<file path="src/rmsd_pkg.sv">
// Shared types and constants for the running mean / deviation block.
// Used by rmsd_ctrl, rmsd_datapath, the top level and the port checker.
`default_nettype none

package rmsd_pkg;

   // fixed field widths of the stream words
   localparam int KIND_BITS         = 2;
   localparam int SAMPLE_FIELD_BITS = 16;
   localparam int MEAN_BITS         = 24;
   localparam int DEV_BITS          = 24;
   localparam int COUNT_FIELD_BITS  = 20;
   localparam int REQ_TDATA_BITS    = 16;
   localparam int RSP_TDATA_BITS    = 72;
   localparam int RSP_TUSER_BITS    = 2;

   // request kinds carried on req_tuser
   localparam logic [KIND_BITS-1:0] KIND_ADD   = 2'd0;
   localparam logic [KIND_BITS-1:0] KIND_QUERY = 2'd1;
   localparam logic [KIND_BITS-1:0] KIND_CLEAR = 2'd2;

   // saturation limits of the result fields
   localparam logic [MEAN_BITS-1:0]        MEAN_POS_LIM  = 24'h7F_FFFF;
   localparam logic [MEAN_BITS-1:0]        MEAN_NEG_LIM  = 24'h80_0000;
   localparam logic [DEV_BITS-1:0]         DEV_MAX       = 24'hFF_FFFF;
   localparam logic [COUNT_FIELD_BITS-1:0] COUNT_OUT_MAX = 20'hF_FFFF;

   typedef enum logic [3:0] {
      DP_NOP       = 4'd0,
      DP_LOAD      = 4'd1,
      DP_MUL_STEP  = 4'd2,
      DP_SQ_INIT   = 4'd3,
      DP_ROOT_INIT = 4'd4,
      DP_ROOT_STEP = 4'd5,
      DP_DEV_INIT  = 4'd6,
      DP_DIV_STEP  = 4'd7,
      DP_MEAN_INIT = 4'd8,
      DP_FINISH    = 4'd9
   } dp_op_type;

   typedef struct packed {
      dp_op_type op;
      logic      add_take;
      logic      clear_take;
   } dp_cmd_type;

   typedef struct packed {
      logic count_zero;
   } dp_status_type;

endpackage

`default_nettype wire

</file>
<file path="src/rmsd_ctrl.sv">
// Sequencer for the running mean / deviation block: stream handshake and
// the step order of the shared multiply, root and divide. Uses rmsd_pkg.
`default_nettype none

module rmsd_ctrl #(
   parameter int MUL_STEPS  = 36,
   parameter int ROOT_STEPS = 44,
   parameter int DIV_STEPS  = 44
) (
   input  wire logic                           clock,
   input  wire logic                           reset,
   input  wire logic                           req_tvalid,
   input  wire logic [rmsd_pkg::KIND_BITS-1:0] req_kind,
   output logic                                req_tready,
   output logic                                rsp_tvalid,
   input  wire logic                           rsp_tready,
   output rmsd_pkg::dp_cmd_type                cmd,
   input  wire rmsd_pkg::dp_status_type        status
);

   localparam int MAX_A = (MUL_STEPS > ROOT_STEPS) ? MUL_STEPS : ROOT_STEPS;
   localparam int MAX_S = (MAX_A > DIV_STEPS) ? MAX_A : DIV_STEPS;
   localparam int STW   = $clog2(MAX_S + 1);

   typedef enum logic [12:0] {
      ST_IDLE      = 13'b0000000000001,
      ST_LOAD      = 13'b0000000000010,
      ST_MUL_NSQ   = 13'b0000000000100,
      ST_SQ_INIT   = 13'b0000000001000,
      ST_MUL_SQ    = 13'b0000000010000,
      ST_ROOT_INIT = 13'b0000000100000,
      ST_ROOT      = 13'b0000001000000,
      ST_DEV_INIT  = 13'b0000010000000,
      ST_DIV_DEV   = 13'b0000100000000,
      ST_MEAN_INIT = 13'b0001000000000,
      ST_DIV_MEAN  = 13'b0010000000000,
      ST_FINISH    = 13'b0100000000000,
      ST_RESULT    = 13'b1000000000000
   } state_type;

   state_type            state_ff, state_in;
   logic [STW-1:0]       step_ff, step_in;
   rmsd_pkg::dp_op_type  op;
   logic                 take;

   assign req_tready = (state_ff == ST_IDLE);
   assign rsp_tvalid = (state_ff == ST_RESULT);
   assign take       = req_tvalid && req_tready;

   assign cmd.op         = op;
   assign cmd.add_take   = take && (req_kind == rmsd_pkg::KIND_ADD);
   assign cmd.clear_take = take && (req_kind == rmsd_pkg::KIND_CLEAR);

   always_comb begin
      state_in = state_ff;
      step_in  = step_ff;
      op       = rmsd_pkg::DP_NOP;
      case (state_ff)
         ST_IDLE: begin
            if (take && (req_kind == rmsd_pkg::KIND_QUERY)) state_in = ST_LOAD;
         end
         ST_LOAD: begin
            op      = rmsd_pkg::DP_LOAD;
            step_in = '0;
            // empty store: zero fields are already loaded
            state_in = status.count_zero ? ST_RESULT : ST_MUL_NSQ;
         end
         ST_MUL_NSQ: begin
            op = rmsd_pkg::DP_MUL_STEP;
            if (step_ff == STW'(MUL_STEPS - 1)) begin
               step_in  = '0;
               state_in = ST_SQ_INIT;
            end else begin
               step_in = STW'(step_ff + 1'b1);
            end
         end
         ST_SQ_INIT: begin
            op       = rmsd_pkg::DP_SQ_INIT;
            state_in = ST_MUL_SQ;
         end
         ST_MUL_SQ: begin
            op = rmsd_pkg::DP_MUL_STEP;
            if (step_ff == STW'(MUL_STEPS - 1)) begin
               step_in  = '0;
               state_in = ST_ROOT_INIT;
            end else begin
               step_in = STW'(step_ff + 1'b1);
            end
         end
         ST_ROOT_INIT: begin
            op       = rmsd_pkg::DP_ROOT_INIT;
            state_in = ST_ROOT;
         end
         ST_ROOT: begin
            op = rmsd_pkg::DP_ROOT_STEP;
            if (step_ff == STW'(ROOT_STEPS - 1)) begin
               step_in  = '0;
               state_in = ST_DEV_INIT;
            end else begin
               step_in = STW'(step_ff + 1'b1);
            end
         end
         ST_DEV_INIT: begin
            op       = rmsd_pkg::DP_DEV_INIT;
            state_in = ST_DIV_DEV;
         end
         ST_DIV_DEV: begin
            op = rmsd_pkg::DP_DIV_STEP;
            if (step_ff == STW'(DIV_STEPS - 1)) begin
               step_in  = '0;
               state_in = ST_MEAN_INIT;
            end else begin
               step_in = STW'(step_ff + 1'b1);
            end
         end
         ST_MEAN_INIT: begin
            op       = rmsd_pkg::DP_MEAN_INIT;
            state_in = ST_DIV_MEAN;
         end
         ST_DIV_MEAN: begin
            op = rmsd_pkg::DP_DIV_STEP;
            if (step_ff == STW'(DIV_STEPS - 1)) begin
               step_in  = '0;
               state_in = ST_FINISH;
            end else begin
               step_in = STW'(step_ff + 1'b1);
            end
         end
         ST_FINISH: begin
            op       = rmsd_pkg::DP_FINISH;
            state_in = ST_RESULT;
         end
         ST_RESULT: begin
            if (rsp_tready) state_in = ST_IDLE;
         end
         default: begin
            state_in = ST_IDLE;
         end
      endcase
   end

   always_ff @(posedge clock) begin
      if (reset) begin
         state_ff <= ST_IDLE;
         step_ff  <= '0;
      end else begin
         state_ff <= state_in;
         step_ff  <= step_in;
      end
   end

endmodule

`default_nettype wire

</file>
<file path="src/rmsd_datapath.sv">
// Datapath of the running mean / deviation block: accumulators, a serial
// multiplier, a restoring square root and a restoring divider. Uses rmsd_pkg.
`default_nettype none

module rmsd_datapath #(
   parameter int SAMPLE_BITS = 16,
   parameter int COUNT_BITS  = 20,
   parameter int FRAC_BITS   = 8
) (
   input  wire logic                                   clock,
   input  wire logic                                   reset,
   input  wire rmsd_pkg::dp_cmd_type                   cmd,
   output rmsd_pkg::dp_status_type                     status,
   input  wire logic [rmsd_pkg::SAMPLE_FIELD_BITS-1:0] req_sample,
   output logic [rmsd_pkg::MEAN_BITS-1:0]              mean_fixed,
   output logic [rmsd_pkg::DEV_BITS-1:0]               deviation_fixed,
   output logic [rmsd_pkg::COUNT_FIELD_BITS-1:0]       sample_count,
   output logic                                        is_empty,
   output logic                                        count_saturated
);

   localparam int SW   = SAMPLE_BITS + COUNT_BITS;
   localparam int QW   = 2 * SAMPLE_BITS - 1 + COUNT_BITS;
   localparam int PSW  = 2 * SAMPLE_BITS;
   localparam int NSQW = QW + COUNT_BITS;
   localparam int SQW  = 2 * SW;
   localparam int WW   = (NSQW > SQW) ? NSQW : SQW;
   localparam int DW   = WW + 2 * FRAC_BITS;
   localparam int RW   = (DW + 1) / 2;
   localparam int RADW = 2 * RW;
   localparam int DVW  = (SW + FRAC_BITS > RW) ? SW + FRAC_BITS : RW;
   localparam int XW   = (DVW + 1 > rmsd_pkg::MEAN_BITS + 1) ?
                         DVW + 1 : rmsd_pkg::MEAN_BITS + 1;
   localparam int CXW  = (COUNT_BITS > rmsd_pkg::COUNT_FIELD_BITS) ?
                         COUNT_BITS : rmsd_pkg::COUNT_FIELD_BITS;
   localparam int SXW  = (SAMPLE_BITS > rmsd_pkg::SAMPLE_FIELD_BITS) ?
                         SAMPLE_BITS : rmsd_pkg::SAMPLE_FIELD_BITS;

   // statistics and the one-deep square pipeline
   logic [COUNT_BITS-1:0] cnt_ff, cnt_in;
   logic [SW-1:0]         sum_ff, sum_in;
   logic [QW-1:0]         sumsq_ff, sumsq_in;
   logic                  sat_ff, sat_in;
   logic                  pend_ff, pend_in;
   logic [SW-1:0]         pext_ff, pext_in;
   logic [PSW-1:0]        psq_ff, psq_in;

   // query work registers
   logic                  neg_ff, neg_in;
   logic [SW-1:0]         mag_ff, mag_in;
   logic [WW-1:0]         ma_ff, ma_in;
   logic [SW-1:0]         mb_ff, mb_in;
   logic [WW-1:0]         prod_ff, prod_in;
   logic [WW-1:0]         nsq_ff, nsq_in;
   logic [RADW-1:0]       rad_ff, rad_in;
   logic [RW+1:0]         rem_ff, rem_in;
   logic [RW-1:0]         root_ff, root_in;
   logic [DVW-1:0]        dvd_ff, dvd_in;
   logic [COUNT_BITS:0]   drem_ff, drem_in;

   logic [rmsd_pkg::MEAN_BITS-1:0]        mean_ff, mean_in;
   logic [rmsd_pkg::DEV_BITS-1:0]         dev_ff, dev_in;
   logic [rmsd_pkg::COUNT_FIELD_BITS-1:0] ocnt_ff, ocnt_in;
   logic                                  oempty_ff, oempty_in;
   logic                                  osat_ff, osat_in;

   // sample decode
   logic [SXW-1:0]         samp_x;
   logic [SAMPLE_BITS-1:0] raw;
   logic [SAMPLE_BITS-1:0] smag;
   logic [SW-1:0]          sext;
   logic [PSW-1:0]         ssq;
   logic                   full;

   // step logic
   logic [RW+1:0]          rem_sh, trial;
   logic                   root_ge;
   logic [COUNT_BITS:0]    dsh;
   logic                   div_ge;
   logic [XW-1:0]          q_x, q_rnd, lim_x, q_sat;
   logic                   round_up;
   logic [rmsd_pkg::MEAN_BITS-1:0] mean_mag;
   logic [CXW-1:0]         c_x;
   logic [rmsd_pkg::COUNT_FIELD_BITS-1:0] cnt_out;

   assign samp_x = SXW'(req_sample);
   assign raw    = samp_x[SAMPLE_BITS-1:0];
   assign smag   = raw[SAMPLE_BITS-1] ? (~raw + 1'b1) : raw;
   assign sext   = {{COUNT_BITS{raw[SAMPLE_BITS-1]}}, raw};
   assign ssq    = PSW'(smag) * PSW'(smag);
   assign full   = (cnt_ff == {COUNT_BITS{1'b1}});

   assign status.count_zero = (cnt_ff == '0);

   assign rem_sh  = {rem_ff[RW-1:0], rad_ff[RADW-1 -: 2]};
   assign trial   = {root_ff, 2'b01};
   assign root_ge = (rem_sh >= trial);

   assign dsh    = {drem_ff[COUNT_BITS-1:0], dvd_ff[DVW-1]};
   assign div_ge = (dsh >= {1'b0, cnt_ff});

   // round half away from zero on the magnitude: 2*rem >= count
   assign round_up = ({drem_ff, 1'b0} >= (COUNT_BITS + 2)'(cnt_ff));
   assign q_x      = XW'(dvd_ff);
   assign q_rnd    = q_x + XW'(round_up);
   assign lim_x    = XW'(neg_ff ? rmsd_pkg::MEAN_NEG_LIM : rmsd_pkg::MEAN_POS_LIM);
   assign q_sat    = (q_rnd > lim_x) ? lim_x : q_rnd;
   assign mean_mag = q_sat[rmsd_pkg::MEAN_BITS-1:0];

   assign c_x     = CXW'(cnt_ff);
   assign cnt_out = (c_x > CXW'(rmsd_pkg::COUNT_OUT_MAX)) ?
                    rmsd_pkg::COUNT_OUT_MAX : c_x[rmsd_pkg::COUNT_FIELD_BITS-1:0];

   // accumulation: square registered, then summed in the following cycle
   always_comb begin
      cnt_in   = cnt_ff;
      sum_in   = sum_ff;
      sumsq_in = sumsq_ff;
      sat_in   = sat_ff;
      pend_in  = 1'b0;
      pext_in  = pext_ff;
      psq_in   = psq_ff;
      if (pend_ff) begin
         sum_in   = sum_ff + pext_ff;
         sumsq_in = sumsq_ff + QW'(psq_ff);
      end
      if (cmd.add_take) begin
         if (full) begin
            sat_in = 1'b1;
         end else begin
            cnt_in  = cnt_ff + 1'b1;
            pend_in = 1'b1;
            pext_in = sext;
            psq_in  = ssq;
         end
      end
      // clear also drops a square still in flight
      if (cmd.clear_take) begin
         cnt_in   = '0;
         sum_in   = '0;
         sumsq_in = '0;
         sat_in   = 1'b0;
      end
   end

   always_comb begin
      neg_in    = neg_ff;
      mag_in    = mag_ff;
      ma_in     = ma_ff;
      mb_in     = mb_ff;
      prod_in   = prod_ff;
      nsq_in    = nsq_ff;
      rad_in    = rad_ff;
      rem_in    = rem_ff;
      root_in   = root_ff;
      dvd_in    = dvd_ff;
      drem_in   = drem_ff;
      mean_in   = mean_ff;
      dev_in    = dev_ff;
      ocnt_in   = ocnt_ff;
      oempty_in = oempty_ff;
      osat_in   = osat_ff;
      case (cmd.op)
         rmsd_pkg::DP_LOAD: begin
            neg_in    = sum_ff[SW-1];
            mag_in    = sum_ff[SW-1] ? (~sum_ff + 1'b1) : sum_ff;
            ocnt_in   = cnt_out;
            oempty_in = (cnt_ff == '0);
            osat_in   = sat_ff;
            mean_in   = '0;
            dev_in    = '0;
            ma_in     = WW'(sumsq_ff);
            mb_in     = SW'(cnt_ff);
            prod_in   = '0;
         end
         rmsd_pkg::DP_MUL_STEP: begin
            // msb-first shift and add
            prod_in = (prod_ff << 1) + (mb_ff[SW-1] ? ma_ff : '0);
            mb_in   = mb_ff << 1;
         end
         rmsd_pkg::DP_SQ_INIT: begin
            nsq_in  = prod_ff;
            ma_in   = WW'(mag_ff);
            mb_in   = mag_ff;
            prod_in = '0;
         end
         rmsd_pkg::DP_ROOT_INIT: begin
            // prod holds sum^2, nsq holds n * sum of squares
            if (prod_ff <= nsq_ff) begin
               rad_in = RADW'(nsq_ff - prod_ff) << (2 * FRAC_BITS);
            end else begin
               rad_in = '0;
            end
            rem_in  = '0;
            root_in = '0;
         end
         rmsd_pkg::DP_ROOT_STEP: begin
            rem_in  = root_ge ? (rem_sh - trial) : rem_sh;
            root_in = {root_ff[RW-2:0], root_ge};
            rad_in  = rad_ff << 2;
         end
         rmsd_pkg::DP_DEV_INIT: begin
            dvd_in  = DVW'(root_ff);
            drem_in = '0;
         end
         rmsd_pkg::DP_DIV_STEP: begin
            drem_in = div_ge ? (dsh - {1'b0, cnt_ff}) : dsh;
            dvd_in  = {dvd_ff[DVW-2:0], div_ge};
         end
         rmsd_pkg::DP_MEAN_INIT: begin
            dev_in  = (q_x > XW'(rmsd_pkg::DEV_MAX)) ?
                      rmsd_pkg::DEV_MAX : q_x[rmsd_pkg::DEV_BITS-1:0];
            dvd_in  = DVW'(mag_ff) << FRAC_BITS;
            drem_in = '0;
         end
         rmsd_pkg::DP_FINISH: begin
            mean_in = neg_ff ? (~mean_mag + 1'b1) : mean_mag;
         end
         default: begin
            neg_in = neg_ff;
         end
      endcase
   end

   always_ff @(posedge clock) begin
      if (reset) begin
         cnt_ff   <= '0;
         sum_ff   <= '0;
         sumsq_ff <= '0;
         sat_ff   <= 1'b0;
         pend_ff  <= 1'b0;
      end else begin
         cnt_ff   <= cnt_in;
         sum_ff   <= sum_in;
         sumsq_ff <= sumsq_in;
         sat_ff   <= sat_in;
         pend_ff  <= pend_in;
      end
   end

   always_ff @(posedge clock) begin
      pext_ff   <= pext_in;
      psq_ff    <= psq_in;
      neg_ff    <= neg_in;
      mag_ff    <= mag_in;
      ma_ff     <= ma_in;
      mb_ff     <= mb_in;
      prod_ff   <= prod_in;
      nsq_ff    <= nsq_in;
      rad_ff    <= rad_in;
      rem_ff    <= rem_in;
      root_ff   <= root_in;
      dvd_ff    <= dvd_in;
      drem_ff   <= drem_in;
      mean_ff   <= mean_in;
      dev_ff    <= dev_in;
      ocnt_ff   <= ocnt_in;
      oempty_ff <= oempty_in;
      osat_ff   <= osat_in;
   end

   assign mean_fixed      = mean_ff;
   assign deviation_fixed = dev_ff;
   assign sample_count    = ocnt_ff;
   assign is_empty        = oempty_ff;
   assign count_saturated = osat_ff;

endmodule

`default_nettype wire

</file>
<file path="src/running_mean_stddev.sv">
// Add and clear words are taken one per cycle. A query steps through the
// bit-serial multiplier, root and divider to a valid result; on an empty
// store it goes from the load state straight to the result state.
// No word is taken while a query runs or its result waits.
// Synchronous active-high reset clears count, sums and saturation flag.
`default_nettype none

module running_mean_stddev #(
   parameter int SAMPLE_BITS = 16,
   parameter int COUNT_BITS  = 20,
   parameter int FRAC_BITS   = 8
) (
   input  wire logic                                 clock,
   input  wire logic                                 reset,
   input  wire logic                                 req_tvalid,
   output logic                                      req_tready,
   // [15:0] sample
   input  wire logic [rmsd_pkg::REQ_TDATA_BITS-1:0]  req_tdata,
   // [1:0] kind
   input  wire logic [rmsd_pkg::KIND_BITS-1:0]       req_tuser,
   output logic                                      rsp_tvalid,
   input  wire logic                                 rsp_tready,
   // [23:0] mean_fixed, [47:24] deviation_fixed, [67:48] sample_count, [71:68] zero
   output logic [rmsd_pkg::RSP_TDATA_BITS-1:0]       rsp_tdata,
   // [0] is_empty, [1] count_saturated
   output logic [rmsd_pkg::RSP_TUSER_BITS-1:0]       rsp_tuser
);

   localparam int SW   = SAMPLE_BITS + COUNT_BITS;
   localparam int QW   = 2 * SAMPLE_BITS - 1 + COUNT_BITS;
   localparam int NSQW = QW + COUNT_BITS;
   localparam int SQW  = 2 * SW;
   localparam int WW   = (NSQW > SQW) ? NSQW : SQW;
   localparam int DW   = WW + 2 * FRAC_BITS;
   localparam int RW   = (DW + 1) / 2;
   localparam int DVW  = (SW + FRAC_BITS > RW) ? SW + FRAC_BITS : RW;
   localparam int PADW = rmsd_pkg::RSP_TDATA_BITS - rmsd_pkg::MEAN_BITS
                         - rmsd_pkg::DEV_BITS - rmsd_pkg::COUNT_FIELD_BITS;

   rmsd_pkg::dp_cmd_type                  cmd;
   rmsd_pkg::dp_status_type               status;
   logic [rmsd_pkg::MEAN_BITS-1:0]        mean_fixed;
   logic [rmsd_pkg::DEV_BITS-1:0]         deviation_fixed;
   logic [rmsd_pkg::COUNT_FIELD_BITS-1:0] sample_count;
   logic                                  is_empty;
   logic                                  count_saturated;

   rmsd_ctrl #(
      .MUL_STEPS  (SW),
      .ROOT_STEPS (RW),
      .DIV_STEPS  (DVW)
   ) u_ctrl (
      .clock      (clock),
      .reset      (reset),
      .req_tvalid (req_tvalid),
      .req_kind   (req_tuser),
      .req_tready (req_tready),
      .rsp_tvalid (rsp_tvalid),
      .rsp_tready (rsp_tready),
      .cmd        (cmd),
      .status     (status)
   );

   rmsd_datapath #(
      .SAMPLE_BITS (SAMPLE_BITS),
      .COUNT_BITS  (COUNT_BITS),
      .FRAC_BITS   (FRAC_BITS)
   ) u_datapath (
      .clock           (clock),
      .reset           (reset),
      .cmd             (cmd),
      .status          (status),
      .req_sample      (req_tdata[rmsd_pkg::SAMPLE_FIELD_BITS-1:0]),
      .mean_fixed      (mean_fixed),
      .deviation_fixed (deviation_fixed),
      .sample_count    (sample_count),
      .is_empty        (is_empty),
      .count_saturated (count_saturated)
   );

   assign rsp_tdata = {{PADW{1'b0}}, sample_count, deviation_fixed, mean_fixed};
   assign rsp_tuser = {count_saturated, is_empty};

endmodule

`default_nettype wire

</file>
<file path="config.mk">
export PLATFORM = sky130hd
export DESIGN_NAME = running_mean_stddev
export DESIGN_NICKNAME = d
export VERILOG_FILES = /design/src/rmsd_pkg.sv /design/src/rmsd_ctrl.sv /design/src/rmsd_datapath.sv /design/src/running_mean_stddev.sv
export SDC_FILE = /design/constraint.sdc
export NUM_CORES = 2
export LEC_CHECK = 0
export BUFFER_PORTS_ARGS = -buffer_cell sky130_fd_sc_hd__buf_2
export CAP_MARGIN = 25
export CORE_AREA = 5 5 306 308
export CTS_BUF_LIST = sky130_fd_sc_hd__clkbuf_16
export DETAILED_ROUTE_END_ITERATION = 10
export DIE_AREA = 0 0 311 313
export MAX_ROUTING_LAYER = met4
export PLACE_DENSITY = 0.83
export SYNTH_ARGS = -nofsm -noshare
export SYNTH_HDL_FRONTEND = slang
export SYNTH_HIERARCHICAL = 1
export SYNTH_SLANG_ARGS = --single-unit
export TNS_END_PERCENT = 10
</file>
<file path="constraint.sdc">
create_clock -name clock -period 14.5 [get_ports clock]
set_input_delay 1.45 -clock clock [delete_from_list [all_inputs] [get_ports clock]]
set_output_delay 1.45 -clock clock [all_outputs]
set_load 0.05 [all_outputs]
</file>
==> impl_metrics.toml <==
[setup_path]
required_ns = 14.96
cp_slowest_stage_delay_ns = 0.60
rrSetupSlack_ns = 4.26
sort_of_element_at_the_end_of_the_critical_path = "register"
slowest_stage = "or4b_1"
timing.setup.critical_path_class = "register to register"
crit_path_max_fanout = 46
crit_arrival_ns = 10.70
start_kind = "register"

[placed_design]
estimated_wirelength_of_the_detail_placed_design_um = 92410
io_buffers = 93
final_estimated_routing_congestion_in_global_placement = 0.9486
placedInstanceArea_mm2 = 0.05368

[logic_synthesis]
yosys_warnings = 6
synth_xor_area_frac = 0.06654
netlist_top_cells_count = "609 x edfxtp_1, 586 x nor2_1, 455 x nand2_1, 449 x inv_1, 380 x ha_1"
synth-compound-area-share = 0.1449
netlist.area_leader.share = 0.3509
async_reset_ff_frac = 0
netlist_instances = 5343
yosys-mux-area-fraction = 0.03315
synth.ff_latch_count = 737
yosys-top-cells-area = "edfxtp_1 35%, ha_1 9.1%, fa_1 6.5%"
synth.avg_cell_area_um2 = 9.755
library_cell_with_the_highest_instance_count_after_synthesis = "edfxtp_1"
synth-simple-area-share = 0.1491
synth_enable_flop_cells = 609
synth_top_family_by_area = "adder cells"
synth_ff_type = "edfxtp_1"
post-synth-top-area-cell = "edfxtp_1"
post_synth_num_cell_types = 98
post_synth_fa_ha_maj_area_fraction = 0.1565
yosysSeqAreaShare = 0.4000
netlist_area_mm2 = 0.05212

[clock_tree]
cts.reportedPaths.clkPinSlew_ns = 0.06
cts_buffer_depth = 3
worstSkewPairLatency_ns = 0.68
postCtsResizedCells = 0
clock_tree.htree_level_count = 3
cts-buffers-inserted = 82
cts-hold-fix-buffers = 0
clock-root-buffer = "clkbuf_16"
cts.repair_timing.setup_buffer_count = 0
numClockSinks = 737
cts_tree = "yes"

[timing]
max_slew_margin = 0.3119
totalNegativeSetupSlack_ns = 0
period_share = 0.7059
min_period_ns = 10.24
fin_worst_skew_ns = 0.04426
worst-slew-pin-transition_ns = 1.032
grt_setup_unrepaired = "false"
report.final.hold_viol_count = 0
setup_viol = 0
fin_max_slew_vios = 0
max_freq_mhz = 97.70

[hold_path]
worst_hold_path_type = "register to register"

[drt]
antenna_left = 0
drtPass1Iterations = 8
detail_route.drc_violations = 0
routed_via_density = 6.029
initialDrtViolationCount = 3844
drt-total-wl_um = 125800
routed_wire_length_per_instance_um = 19.00
route.vias.total = 39920

[die]
initial_utilization = 0.5738
vertical_extent_of_the_die_um = 313
die_w_um = 311
placementRows = 111
core_footprint_mm2 = 0.09083
floorplan.die_area_mm2 = 0.09734
ios = 98

[final_layout]
nFillCells = 7253
share_of_layout_cells_above_drive_strength_1 = 0.06648
area_growth_pct = 8.642
final_area_mm2 = 0.05663
count_of_nets_after_finishing = 5933

[pwr]
power.switching_mw = 3.598
pwr_density_cell_mw_per_mm2 = 165.9
power.leakage_nw = 23.72
p_seq_frac = 0.284
vdd.ir_drop.worst_mv = 0.5120
power.combinational.fraction = 0.480
finalPower_mw = 9.391
swShare = 0.3831
power_frac_clock = 0.236
intPower_mw = 5.794

[global_route]
grt_antenna_before_repair = 3
gr-total-overflow = 0
gr-usage-all-layers = 0.2595
via_count_of_the_first_global_routing_pass = 38880
grt_pass1_wl_um = 202600
grt_max_degree = 102

[run]
cap_violations = 0

[outcome]
outcome = "completed"
## final timing paths
check,start,endpoint,depth (start not counted)
worst min register to register,u_datapath/sat_ff,u_datapath/count_saturated,0
worst max register to register,u_datapath/c_x[7],u_datapath/mean_fixed[22],39
worst min-delay path,u_datapath/sat_ff,u_datapath/count_saturated,0
worst max-delay path,u_datapath/c_x[7],u_datapath/mean_fixed[22],39
## routing by layer
layer  wire (µm)  vias up  part of all wire  track usage
met3        9558      269             0.076      0.04536
met1       52830    19150              0.42       0.3365
met2       59380     1527              0.47       0.4200
met5           0        -                 0            -
met4        4056        0             0.032      0.08322
li1            -    18980                 -            -
## cells in the final DEF (no fill, tap or decap), types with 58 or more instances in the layout
| master | count |
|---|---|
| buf_2 | 93 |
| and3_1 | 58 |
| clkbuf_16 | 83 |
| dfxtp_1 | 127 |
| nand3_1 | 82 |
| o21ai_0 | 219 |
| a21o_1 | 171 |
| ha_1 | 380 |
| nor3_1 | 73 |
| a21oi_1 | 317 |
| inv_1 | 461 |
| fa_1 | 170 |
| edfxtp_1 | 609 |
| xor2_1 | 132 |
| nand2_1 | 452 |
| and2_1 | 70 |
| o31ai_1 | 81 |
| nor2b_1 | 61 |
| xnor2_1 | 264 |
| mux2i_1 | 131 |
| nand4_1 | 67 |
| nor2_1 | 583 |
## registers in the layout (all words and copies together), names as in the netlist, 6 cells and up
register	cells
u_datapath/drem_ff	21
u_datapath/prod_ff	72
u_datapath/rad_ff	72
u_datapath/pext_ff	16
u_datapath/rem_ff	44
u_datapath/mb_ff	36
u_ctrl/step_ff	6
u_datapath/root_ff	44
u_datapath/sample_count	20
u_datapath/sum_ff	36
u_datapath/mag_ff	36
u_datapath/c_x	20
u_datapath/deviation_fixed	24
u_datapath/mean_fixed	24
u_datapath/sumsq_ff	51
u_datapath/ma_ff	51
u_ctrl/state_ff	13
u_datapath/nsq_ff	72
u_datapath/psq_ff	30
u_datapath/dvd_ff	44
## worst max-delay path, delay by kind of cell, from the launching register on
kind | cells | cell delay (ns)
buf+inv | 4 | 0.86
mux | 1 | 0.32
flops | 1 | 0.44
fa+ha+maj | 5 | 1.60
compound gates | 14 | 2.12
xor+xnor | 1 | 0.38
simple gates | 14 | 4.30
## area by class of cell
class	count	area [µm²]	share of cell area
tap	1186	1484	0.02621
multi-input combinational	3948	28830	0.5092
antenna	5	12.51	0.0002210
timing repair buffer	136	848.3	0.01498
inverter	456	1714	0.03027
clock buffer	83	2077	0.03668
sequential	737	20850	0.3682
clock inverter	70	807.0	0.01425
## cells by family (layout without fill, tap and decap cells)
family / after synthesis / count (layout)
AO/OA/AOI/OAI: 1158 / 1158
XOR/XNOR: 396 / 396
adder cells (fa/ha/maj): 550 / 550
buffers and inverters: 671 / 745
flip-flops: 737 / 737
multiplexers: 168 / 168
other: 3 / 21
AND/OR/NAND/NOR: 1660 / 1660
## through the flow
stage	cells	hold WS, ns	util	setup WS [ns]
5_1_grt	6620	0.4668	0.6234	3.558
4_1_cts	6614	0.4504	0.6228	4.458
6_report	6621	0.4492	0.6234	4.265
3_3_place_gp	6457	0.4222	0.5904	4.494
2_1_floorplan	5356	0.4064	-	4.961
3_5_place_dp	6461	0.4379	0.5910	4.114
## power by group through the flow
stage	Sequential [mW]	Clock [mW]	Combinational (mW)
after floorplan	2.70	0	3.35
after global placement	2.71	0	4.22
after detailed placement	2.71	0	4.44
after CTS	2.67	2.26	4.48
after global routing	2.67	2.35	5.04
final	2.67	2.22	4.50
Power figures use the tool's default switching activity.
